===== src/rtl/cba_pkg.sv =====
// Shared types and constants for the current budget allocator.
package cba_pkg;

  localparam int CurW  = 16;
  localparam int DutyW = 17;
  localparam int FreqW = 16;

  typedef enum logic [2:0] {
    CMD_ADD     = 3'd0,
    CMD_UPDATE  = 3'd1,
    CMD_ENABLE  = 3'd2,
    CMD_DISABLE = 3'd3,
    CMD_QUERY   = 3'd4
  } cmd_t;

  typedef enum logic [1:0] {
    ST_OK       = 2'd0,
    ST_EXISTS   = 2'd1,
    ST_NO_PIN   = 2'd2,
    ST_KIND_CHG = 2'd3
  } status_t;

  // Stored flags of one pin
  typedef struct packed {
    logic ovr;
    logic grant;
    logic des;
    logic pwm;
    logic crit;
  } flags_t;

  // One pin table entry
  typedef struct packed {
    logic [CurW-1:0]  cur;
    flags_t           flags;
    logic [DutyW-1:0] req;
    logic [DutyW-1:0] app;
    logic [FreqW-1:0] freq;
  } entry_t;

  typedef enum logic [3:0] {
    S_IDLE,
    S_LOOK,
    S_CHECK,
    S_P1_RD,
    S_P1_WB,
    S_P2_RD,
    S_P2_ACC,
    S_P3_RD,
    S_P3_WB,
    S_P3_DIV,
    S_P4_RD,
    S_P4_OUT
  } state_t;

endpackage


===== src/rtl/current_budget_allocator.sv =====
// Top level of the current budget allocator: pin table, budget passes and result stream.
//
// Usage: write base_current_ma (index 0) and max_current_ma (index 1) on the cfg
// port while no command is in progress. Each transaction on the in_ channel is one
// command addressed to a pin; the out_ channel returns its results through a single
// output register, out_tlast on the final one. Commands above query are accepted
// and dropped without a result.
// Add, query, errors and enable/disable without change: after acceptance the LOOK
// and CHECK states read the entry; the result is loaded from CHECK as in_tready returns.
// Update, enable and disable re-evaluate in four passes over the pin table memory
// (critical grant, demand sum, duty scaling, report), each pin read in the pass's
// _RD state and handled in its _WB, _ACC or _OUT state; the duty scaling pass runs
// the 17-step divider in S_P3_DIV for every scaled PWM pin.
// One command is handled at a time; in_tready is high only while idle.
// A stalled receiver holds the output register; the check step and the report
// pass wait for it.
// Reset clears the valid bits, the registers and all control; entry contents are
// only read once their pin has been added, so the memory needs no clearing.
module current_budget_allocator #(
  parameter int NUM_PINS = 16
) (
  input  logic        clk,
  input  logic        rst_n,
  input  logic        in_tvalid,
  output logic        in_tready,
  // tdata: cmd[2:0], pin[6:3], load_current_ma[22:7], is_critical[23],
  // is_pwm[24], requested_duty[41:25], pwm_frequency[57:42], zero fill
  input  logic [63:0] in_tdata,
  output logic        out_tvalid,
  input  logic        out_tready,
  // tdata: status[1:0], out_pin[5:2], switch_on[6], duty[23:7],
  // out_frequency[39:24], desired[40], granted[41], overridden[42], zero fill
  output logic [47:0] out_tdata,
  output logic        out_tlast,
  input  logic        cfg_we,
  input  logic        cfg_index,
  input  logic [15:0] cfg_data
);
  import cba_pkg::*;

  localparam int IW = (NUM_PINS > 1) ? $clog2(NUM_PINS) : 1;

  // configuration
  logic [CurW-1:0] base_r, max_r;
  always_ff @(posedge clk) begin
    if (!rst_n) begin
      base_r <= '0;
      max_r  <= '0;
    end else if (cfg_we) begin
      if (cfg_index) max_r <= cfg_data;
      else base_r <= cfg_data;
    end
  end

  // input fields
  logic [2:0]       f_cmd;
  logic [3:0]       f_pin;
  logic [CurW-1:0]  f_cur;
  logic             f_crit, f_pwm;
  logic [DutyW-1:0] f_duty;
  logic [FreqW-1:0] f_freq;
  assign f_cmd  = in_tdata[2:0];
  assign f_pin  = in_tdata[6:3];
  assign f_cur  = in_tdata[22:7];
  assign f_crit = in_tdata[23];
  assign f_pwm  = in_tdata[24];
  assign f_duty = in_tdata[41:25];
  assign f_freq = in_tdata[57:42];

  // command registers
  cmd_t             cmd_r;
  logic [3:0]       pin_r;
  logic [CurW-1:0]  cur_r;
  logic             crit_r, pwm_r;
  logic [DutyW-1:0] duty_r;
  logic [FreqW-1:0] freq_r;

  // memory and valid bits
  entry_t              mem [NUM_PINS];
  logic [NUM_PINS-1:0] valid_r;
  entry_t              rd_q;
  logic [IW-1:0]       rd_addr;
  logic                mem_we;
  logic [IW-1:0]       wr_addr;
  entry_t              wr_data;

  always_ff @(posedge clk) begin
    if (mem_we) mem[wr_addr] <= wr_data;
    rd_q <= mem[rd_addr];
  end

  state_t           state_r, state_nxt;
  logic [IW-1:0]    idx_r;
  logic [IW-1:0]    last_idx_r;
  logic [CurW-1:0]  budget_r;
  logic [63:0]      demand_r;
  // divider
  logic [63:0]      rem_r, dvs_r;
  logic [DutyW-1:0] quo_r;
  logic [4:0]       dcnt_r;
  // output register
  logic             ov_r;
  logic [47:0]      od_r;
  logic             ol_r;

  // walk control
  logic             adv;
  logic             set_valid;
  logic             o_load, o_last;
  logic [47:0]      o_data;

  logic [IW-1:0] pin_a;
  assign pin_a = IW'(pin_r);
  logic pin_ok;
  assign pin_ok = (32'(pin_r) < 32'(NUM_PINS));
  logic known;
  assign known = pin_ok && valid_r[pin_a];
  logic ofree;
  assign ofree = !ov_r || out_tready;
  logic idx_last;
  assign idx_last = (idx_r == IW'(NUM_PINS - 1));
  logic idx_valid;
  assign idx_valid = valid_r[idx_r];

  logic kind_bad, go_eval;
  assign kind_bad = (cmd_r == CMD_UPDATE) && (rd_q.flags.pwm != pwm_r);
  assign go_eval  = known && !kind_bad
                    && ((cmd_r == CMD_UPDATE)
                        || (cmd_r == CMD_ENABLE && !rd_q.flags.des)
                        || (cmd_r == CMD_DISABLE && rd_q.flags.des));

  logic is_ncpwm;
  assign is_ncpwm = rd_q.flags.pwm && !rd_q.flags.crit;
  logic is_crit_sw;
  assign is_crit_sw = idx_valid && rd_q.flags.crit && !rd_q.flags.pwm;
  logic crit_fits;
  assign crit_fits = (budget_r > rd_q.cur);
  logic [63:0] cap;
  assign cap = {32'd0, budget_r, 16'd0};
  logic [32:0] dem_prod;
  assign dem_prod = 33'(rd_q.cur) * 33'(rd_q.req);
  logic [32:0] num_prod;
  assign num_prod = 33'(rd_q.req) * 33'(budget_r);
  logic demand_zero, demand_fits;
  assign demand_zero = (demand_r <= 64'd65);
  assign demand_fits = (demand_r < cap);
  logic div_go;
  assign div_go = idx_valid && !demand_zero && is_ncpwm && !demand_fits;

  // pack a result word from an entry
  function automatic logic [47:0] pack(input status_t st, input logic [3:0] p,
                                       input logic show, input entry_t e);
    logic [47:0] w;
    w = '0;
    w[1:0] = st;
    w[5:2] = p;
    if (show) begin
      if (e.flags.pwm) begin
        w[23:7]  = e.app;
        w[39:24] = e.freq;
      end else begin
        w[6] = e.flags.grant;
      end
      w[40] = e.flags.des;
      w[41] = e.flags.grant;
      w[42] = e.flags.ovr;
    end
    return w;
  endfunction

  assign in_tready = (state_r == S_IDLE);

  // next state
  always_comb begin
    state_nxt = state_r;
    case (state_r)
      S_IDLE:   if (in_tvalid && f_cmd <= CMD_QUERY) state_nxt = S_LOOK;
      S_LOOK:   state_nxt = S_CHECK;
      S_CHECK: begin
        if (go_eval) state_nxt = S_P1_RD;
        else if (ofree) state_nxt = S_IDLE;
      end
      S_P1_RD:  state_nxt = S_P1_WB;
      S_P1_WB:  state_nxt = idx_last ? S_P2_RD : S_P1_RD;
      S_P2_RD:  state_nxt = S_P2_ACC;
      S_P2_ACC: state_nxt = idx_last ? S_P3_RD : S_P2_RD;
      S_P3_RD:  state_nxt = S_P3_WB;
      S_P3_WB: begin
        if (div_go) state_nxt = S_P3_DIV;
        else state_nxt = idx_last ? S_P4_RD : S_P3_RD;
      end
      S_P3_DIV: if (dcnt_r == 5'd0) state_nxt = idx_last ? S_P4_RD : S_P3_RD;
      S_P4_RD:  state_nxt = S_P4_OUT;
      S_P4_OUT: if (!idx_valid || ofree) state_nxt = idx_last ? S_IDLE : S_P4_RD;
      default:  state_nxt = S_IDLE;
    endcase
  end

  // memory access, walk advance and result word
  always_comb begin
    rd_addr   = idx_r;
    mem_we    = 1'b0;
    wr_addr   = idx_r;
    wr_data   = rd_q;
    adv       = 1'b0;
    set_valid = 1'b0;
    o_load    = 1'b0;
    o_last    = 1'b1;
    o_data    = '0;
    case (state_r)
      S_IDLE, S_LOOK: rd_addr = pin_a;
      S_CHECK: begin
        rd_addr = pin_a;
        wr_addr = pin_a;
        if (go_eval) begin
          // apply the command to its entry before the passes
          mem_we = 1'b1;
          if (cmd_r == CMD_UPDATE) begin
            wr_data.cur        = cur_r;
            wr_data.flags.crit = crit_r;
            wr_data.req        = duty_r;
            wr_data.freq       = freq_r;
          end else begin
            wr_data.flags.des = (cmd_r == CMD_ENABLE);
          end
        end else if (ofree) begin
          o_load = 1'b1;
          if (!pin_ok) begin
            o_data = pack(ST_NO_PIN, pin_r, 1'b0, rd_q);
          end else if (cmd_r == CMD_ADD) begin
            if (known) begin
              o_data = pack(ST_EXISTS, pin_r, 1'b0, rd_q);
            end else begin
              // store the new pin, switched off with its requested duty
              mem_we             = 1'b1;
              set_valid          = 1'b1;
              wr_data            = '0;
              wr_data.cur        = cur_r;
              wr_data.flags.crit = crit_r;
              wr_data.flags.pwm  = pwm_r;
              wr_data.req        = duty_r;
              wr_data.app        = duty_r;
              wr_data.freq       = freq_r;
              o_data = pack(ST_OK, pin_r, 1'b0, rd_q);
              if (pwm_r) o_data[39:24] = freq_r;
            end
          end else if (!known) begin
            o_data = pack(ST_NO_PIN, pin_r, 1'b0, rd_q);
          end else if (kind_bad) begin
            o_data = pack(ST_KIND_CHG, pin_r, 1'b0, rd_q);
          end else begin
            o_data = pack(ST_OK, pin_r, 1'b1, rd_q);
          end
        end
      end
      S_P1_WB: begin
        // grant each desired critical switch that leaves the remainder positive, mark the others overridden
        adv = 1'b1;
        if (is_crit_sw) begin
          mem_we = 1'b1;
          wr_data.flags.grant = rd_q.flags.des && crit_fits;
          wr_data.flags.ovr   = rd_q.flags.des && !crit_fits;
        end
      end
      S_P2_ACC: adv = 1'b1;
      S_P3_WB: begin
        if (!div_go) adv = 1'b1;
        if (idx_valid && demand_zero) begin
          mem_we = 1'b1;
          wr_data.app = '0;
        end else if (idx_valid && is_ncpwm && demand_fits) begin
          mem_we = 1'b1;
          wr_data.app = rd_q.req;
        end
      end
      S_P3_DIV: begin
        if (dcnt_r == 5'd0) begin
          adv = 1'b1;
          mem_we = 1'b1;
          wr_data.app = quo_r;
        end
      end
      S_P4_OUT: begin
        if (!idx_valid) begin
          adv = 1'b1;
        end else if (ofree) begin
          adv    = 1'b1;
          o_load = 1'b1;
          o_last = (idx_r == last_idx_r);
          o_data = pack(ST_OK, 4'(idx_r), 1'b1, rd_q);
        end
      end
      default: ;
    endcase
  end

  always_ff @(posedge clk) begin
    if (!rst_n) begin
      state_r    <= S_IDLE;
      valid_r    <= '0;
      idx_r      <= '0;
      last_idx_r <= '0;
      budget_r   <= '0;
      demand_r   <= '0;
      rem_r      <= '0;
      dvs_r      <= '0;
      quo_r      <= '0;
      dcnt_r     <= '0;
      ov_r       <= 1'b0;
      od_r       <= '0;
      ol_r       <= 1'b0;
      cmd_r      <= CMD_ADD;
      pin_r      <= '0;
      cur_r      <= '0;
      crit_r     <= 1'b0;
      pwm_r      <= 1'b0;
      duty_r     <= '0;
      freq_r     <= '0;
    end else begin
      state_r <= state_nxt;
      // latch the accepted command
      if (in_tvalid && in_tready) begin
        cmd_r <= cmd_t'(f_cmd); pin_r <= f_pin; cur_r <= f_cur; crit_r <= f_crit;
        pwm_r <= f_pwm; duty_r <= f_duty; freq_r <= f_freq;
      end
      if (set_valid) valid_r[pin_a] <= 1'b1;
      // walk index and pass accumulators
      if (state_r == S_CHECK && go_eval) begin
        idx_r    <= '0;
        demand_r <= '0;
        budget_r <= (max_r > base_r) ? max_r - base_r : '0;
      end else if (adv) begin
        idx_r <= idx_last ? '0 : idx_r + IW'(1);
      end
      if (state_r == S_P1_WB) begin
        if (idx_valid) last_idx_r <= idx_r;
        if (is_crit_sw && rd_q.flags.des && crit_fits) budget_r <= budget_r - rd_q.cur;
      end
      if (state_r == S_P2_ACC && idx_valid && is_ncpwm) demand_r <= demand_r + 64'(dem_prod);
      // scale the duty: 17 restoring steps, quotient never above the request
      if (state_r == S_P3_WB && div_go) begin
        rem_r  <= {15'd0, num_prod, 16'd0};
        dvs_r  <= {demand_r[47:0], 16'd0};
        quo_r  <= '0;
        dcnt_r <= 5'd17;
      end else if (state_r == S_P3_DIV && dcnt_r != 5'd0) begin
        if (rem_r >= dvs_r) begin
          rem_r <= rem_r - dvs_r;
          quo_r <= {quo_r[DutyW-2:0], 1'b1};
        end else begin
          quo_r <= {quo_r[DutyW-2:0], 1'b0};
        end
        dvs_r  <= {1'b0, dvs_r[63:1]};
        dcnt_r <= dcnt_r - 5'd1;
      end
      // output register: load when free, drop after the transaction
      if (o_load) begin
        ov_r <= 1'b1;
        od_r <= o_data;
        ol_r <= o_last;
      end else if (out_tready) begin
        ov_r <= 1'b0;
      end
    end
  end

  assign out_tvalid = ov_r;
  assign out_tdata  = od_r;
  assign out_tlast  = ol_r;

`ifndef SYNTHESIS
  a_busy: assert property (@(posedge clk) disable iff (!rst_n)
    (state_r != S_IDLE) |-> !in_tready) else $error("ready while busy");
  a_hold: assert property (@(posedge clk) disable iff (!rst_n)
    (out_tvalid && !out_tready) |=> (out_tvalid && $stable(out_tdata) && $stable(out_tlast)))
    else $error("result changed while stalled");
`endif
endmodule

===== config.mk =====
export PLATFORM = sky130hd
export DESIGN_NAME = current_budget_allocator
export DESIGN_NICKNAME = d
export VERILOG_FILES = /design/src/rtl/cba_pkg.sv /design/src/rtl/current_budget_allocator.sv
export SDC_FILE = /design/constraint.sdc
export NUM_CORES = 2
export LEC_CHECK = 0
export ABC_AREA = 1
export BUFFER_PORTS_ARGS = -buffer_cell sky130_fd_sc_hd__buf_2
export CAP_MARGIN = 15
export CORE_MARGIN = 2
export CORE_UTILIZATION = 55
export DETAILED_ROUTE_END_ITERATION = 6
export HOLD_SLACK_MARGIN = 0.03
export PLACE_DENSITY = 0.78
export SETUP_SLACK_MARGIN = 0.05
export SLEW_MARGIN = 10
export SYNTH_ARGS = -nofsm -noshare
export SYNTH_HDL_FRONTEND = slang
export SYNTH_SLANG_ARGS = --single-unit
export TNS_END_PERCENT = 10

===== constraint.sdc =====
create_clock -name clk -period 5.57 [get_ports clk]
set_clock_uncertainty 0.1 [all_clocks]
set_input_delay 0.2785 -clock clk [delete_from_list [all_inputs] [get_ports clk]]
set_output_delay 0.2785 -clock clk [all_outputs]
set_load 0.005 [all_outputs]

==> Flow_metrics.wiki <==
{| class="wikitable"
! Metric !! Value
|-
| Result of the run || finished with violations
|-
| Violations in the final reports || setup timing
|-
| Height of the chip || 415 um
|-
| Share of cells above drive strength 1 || 0.117
|-
| Number of buffers created by CTS || 162
|-
| Number of clock sinks seen by CTS || 1600
|-
| Number of non-filler instances in the completed layout || 13200
|-
| Worst slew pin tran || 1190 ps
|-
| Footprint of the flip-flops and latches || 0.0434 sq mm
|-
| Launch point of the worst hold path || in_tvalid
|-
| Number of detailed-route iterations in the first pass || 6
|-
| Synth area leaders || sky130_fd_sc_hd__edfxtp_1 (37%), sky130_fd_sc_hd__dfxtp_1 (10%), sky130_fd_sc_hd__fa_1 (9.8%)
|-
| Largest area contributor in the netlist || sky130_fd_sc_hd__edfxtp_1
|-
| Number of vias per cell || 5.98
|-
| Worst Setup End Kind || flip-flop
|-
| Number of port buffers || 125
|-
| Global routing usage summed across all routing layers || 0.356
|-
| Final number of setup-violating endpoints || 66
|-
| Number of failing hold endpoints at the final stage || 0
|-
| Clock Latency Late Sink || 850 ps
|-
| Detailed Place HPWL || 211 mm
|-
| Most used cells in the layout excluding fill and tap cells || sky130_fd_sc_hd__nand2_1 (1903), sky130_fd_sc_hd__inv_1 (1513), sky130_fd_sc_hd__edfxtp_1 (1136), sky130_fd_sc_hd__nor2_1 (1088), sky130_fd_sc_hd__o21ai_0 (968)
|-
| Post-layout minimum cycle time || 5790 ps
|-
| Synth Instances || 10400
|-
| Fraction of the yosys area taken by sequential cells || 0.468
|-
| Kind of start point of the critical path || flip-flop
|-
| Internal reg-to-reg setup slack || -220 ps
|-
| Required time reported for the critical path endpoint || 6210 ps
|-
| Final routed wire length divided by cell count || 23.6 um
|-
| Class of the tightest hold or removal check || in2reg
|-
| Worst Hold Depth || 8
|-
| Number of synthesized register bits || 1600
|-
| Slew HR || 0.207
|-
| Core box area || 0.167 sq mm
|-
| Total DRC errors in the routed layout || 0
|-
| Max-cap violation count || 0
|-
| WL final || 311 mm
|-
| Setup repair after global routing missed its margin || yes
|-
| Global route overflow || 0
|-
| Syn avg cell area || 8.88 sq um
|-
| DRC marker count from the first detailed-route iteration || 9533
|-
| # H-tree levels || 4
|-
| Number of global-route vias before repair || 78600
|-
| Final period utilization || 1.04
|-
| # nets final || 11700
|-
| Fillers || 13300
|-
| Proportion of synthesized flip-flops having asynchronous set or reset || 0
|-
| Total area of multi-input combinational cells || 0.0427 sq mm
|-
| Max Slew Vio Count || 0
|-
| Initial core utilization || 0.554
|-
| Number of enable-type register cells in the synthesized netlist || 1136
|-
| Worst reg2reg endpoint || demand_r[53]$_SDFFE_PN0P_
|-
| Count of placed standard cells including taps || 12700
|-
| Post-synth top flop || sky130_fd_sc_hd__edfxtp_1
|-
| Reg-to-reg startpoint || rd_q[39]$_DFF_P_
|-
| Initial antenna violation count || 11
|-
| Cell Rows || 150
|-
| Final setup margin || -217 ps
|-
| Area growth from synthesis to layout || 15.5%
|-
| Root buffer cell || sky130_fd_sc_hd__clkbuf_16
|-
| Achievable frequency || 173 MHz
|-
| Number of distinct library cells after synthesis || 54
|-
| Synthesized area || 0.0928 sq mm
|-
| Synth warn || 0
|-
| Most common cell after layout, fill and taps aside || sky130_fd_sc_hd__nand2_1
|-
| Maximum number of pins on one net before global-route repair || 164
|-
| Max clock buf depth || 3
|-
| Clock Pin Slew Worst Setup and Hold Paths || 70 ps
|-
| Portion of synthesized cell area occupied by the leading cell type || 0.368
|-
| Post-DRT Antenna Nets || 0
|-
| Final worst hold slack || 130 ps
|-
| Count of cells along the worst register-to-register path || 23
|-
| Horiz. Die Dim || 415 um
|-
| Routability congestion estimate || 1.00
|-
| I/O pins || 137
|-
| Worst setup path startpoint || rd_q[39]$_DFF_P_
|-
| Hold path endpoint || state_r[1]$_SDFFE_PN0P_
|-
| Max FO, Critical Path || 5
|-
| Wire length of the first global-routing pass || 467 mm
|-
| Critical setup path kind || reg2reg
|-
| Via total after detailed routing || 78800
|-
| DIE AREA || 0.172 sq mm
|-
| CTS tree || built
|-
| Critical path arrival || 6430 ps
|}
metal layers:
layer / vias to the layer above / GRT usage / share of wire
li1: 35300 / - / -
met1: 37800 / 0.431 / 0.36
met2: 4443 / 0.582 / 0.47
met3: 1147 / 0.0689 / 0.099
met4: 12 / 0.234 / 0.076
met5: - / 0 / 0.00025
cell usage after synthesis (115+ instances only):
cell / number
sky130_fd_sc_hd__o221ai_1: 195
sky130_fd_sc_hd__edfxtp_1: 1136
sky130_fd_sc_hd__o211ai_1: 115
sky130_fd_sc_hd__o21ai_0: 1015
sky130_fd_sc_hd__nor2_1: 1148
sky130_fd_sc_hd__clkbuf_1: 448
sky130_fd_sc_hd__fa_1: 452
sky130_fd_sc_hd__nand2_1: 1964
sky130_fd_sc_hd__nand3_1: 387
sky130_fd_sc_hd__a21oi_1: 504
sky130_fd_sc_hd__o22ai_1: 117
sky130_fd_sc_hd__dfxtp_1: 464
sky130_fd_sc_hd__inv_1: 1536
sky130_fd_sc_hd__ha_1: 329
sequential cells by signal, indices dropped and copies added, names as in the netlist, 17 cells and up:
name and flops:
duty_r 17, rd_q 71, rem_r 64, demand_r 64, quo_r 17, mem 1136
dvs_r 64, out_tdata 43
critical path, cell delays in order (launching register included):
cell                      delay (ps)
sky130_fd_sc_hd__dfxtp_4         460
sky130_fd_sc_hd__buf_12          180
sky130_fd_sc_hd__buf_8           140
sky130_fd_sc_hd__nand2_2          60
sky130_fd_sc_hd__fa_1            520
sky130_fd_sc_hd__inv_2            50
sky130_fd_sc_hd__fa_1            490
sky130_fd_sc_hd__fa_1            450
sky130_fd_sc_hd__fa_1            530
sky130_fd_sc_hd__fa_1            540
sky130_fd_sc_hd__inv_1            50
sky130_fd_sc_hd__fa_1            500
sky130_fd_sc_hd__inv_2            50
sky130_fd_sc_hd__ha_4            310
sky130_fd_sc_hd__nand2_4          90
sky130_fd_sc_hd__o21ai_2         200
sky130_fd_sc_hd__a21oi_1         110
sky130_fd_sc_hd__o21ai_1         200
sky130_fd_sc_hd__nand2_1         120
sky130_fd_sc_hd__nand3_4         120
sky130_fd_sc_hd__nand3_1         120
sky130_fd_sc_hd__o21ai_0         130
sky130_fd_sc_hd__inv_1            60
sky130_fd_sc_hd__nor2_1          100
kinds of logic after synthesis:
group                    Yosys count  synth area share
buffers and inverters           2123            0.0882
flip-flops                      1600             0.468
adder cells (fa/ha/maj)          781             0.142
XOR/XNOR                          74           0.00699
AND/OR/NAND/NOR                 3747             0.164
other                              1         0.0000404
AO/OA/AOI/OAI                   2123             0.131
stage by stage:
stage / setup WS [ps] / utilization / instance area, sq um / TNS [ps]
after detailed placement: -631 / 0.590 / 98800 / -24240
after global placement: -487 / 0.590 / 98800 / -21380
after CTS: -176 / 0.637 / 107000 / -6420
after global routing: -427 / 0.640 / 107000 / -23100
after floorplan: -131 / - / 93000 / -146160
final: -217 / 0.640 / 107000 / -8240
cell type report:
| type | instances | share of cell area |
|---|---|---|
| inverters | 1558 | 0.0548 |
| diodes | 10 | 0.000234 |
| multi-input cells | 6730 | 0.399 |
| flip-flops and latches | 1600 | 0.406 |
| well taps | 2204 | 0.0257 |
| repair buffers | 777 | 0.0648 |
| clock inverters | 82 | 0.00894 |
| clock buffers | 212 | 0.0412 |
worst max path at each step:
stage                                      to
global route           rem_r[46]$_SDFFE_PN0P_
floorplan                mem[10][0]$_DFFE_PP_
finish              demand_r[53]$_SDFFE_PN0P_
detailed placement     rem_r[42]$_SDFFE_PN0P_
CTS                    rem_r[42]$_SDFFE_PN0P_
global placement       rem_r[42]$_SDFFE_PN0P_
what timing repair did:
| action | CTS | global route |
|---|---|---|
| gates cloned | 6 | 0 |
| hold endpoints to repair | 148 | 1 |
| setup endpoints to repair | 75 | 78 |
| pin swaps | 85 | 60 |
| hold buffers | 106 | 1 |
| setup buffers | 18 | 3 |
| resized for setup | 276 | 143 |
Power is not shown: default switching activity piles up to over one toggle a cycle in this logic, so the estimate is an artifact.
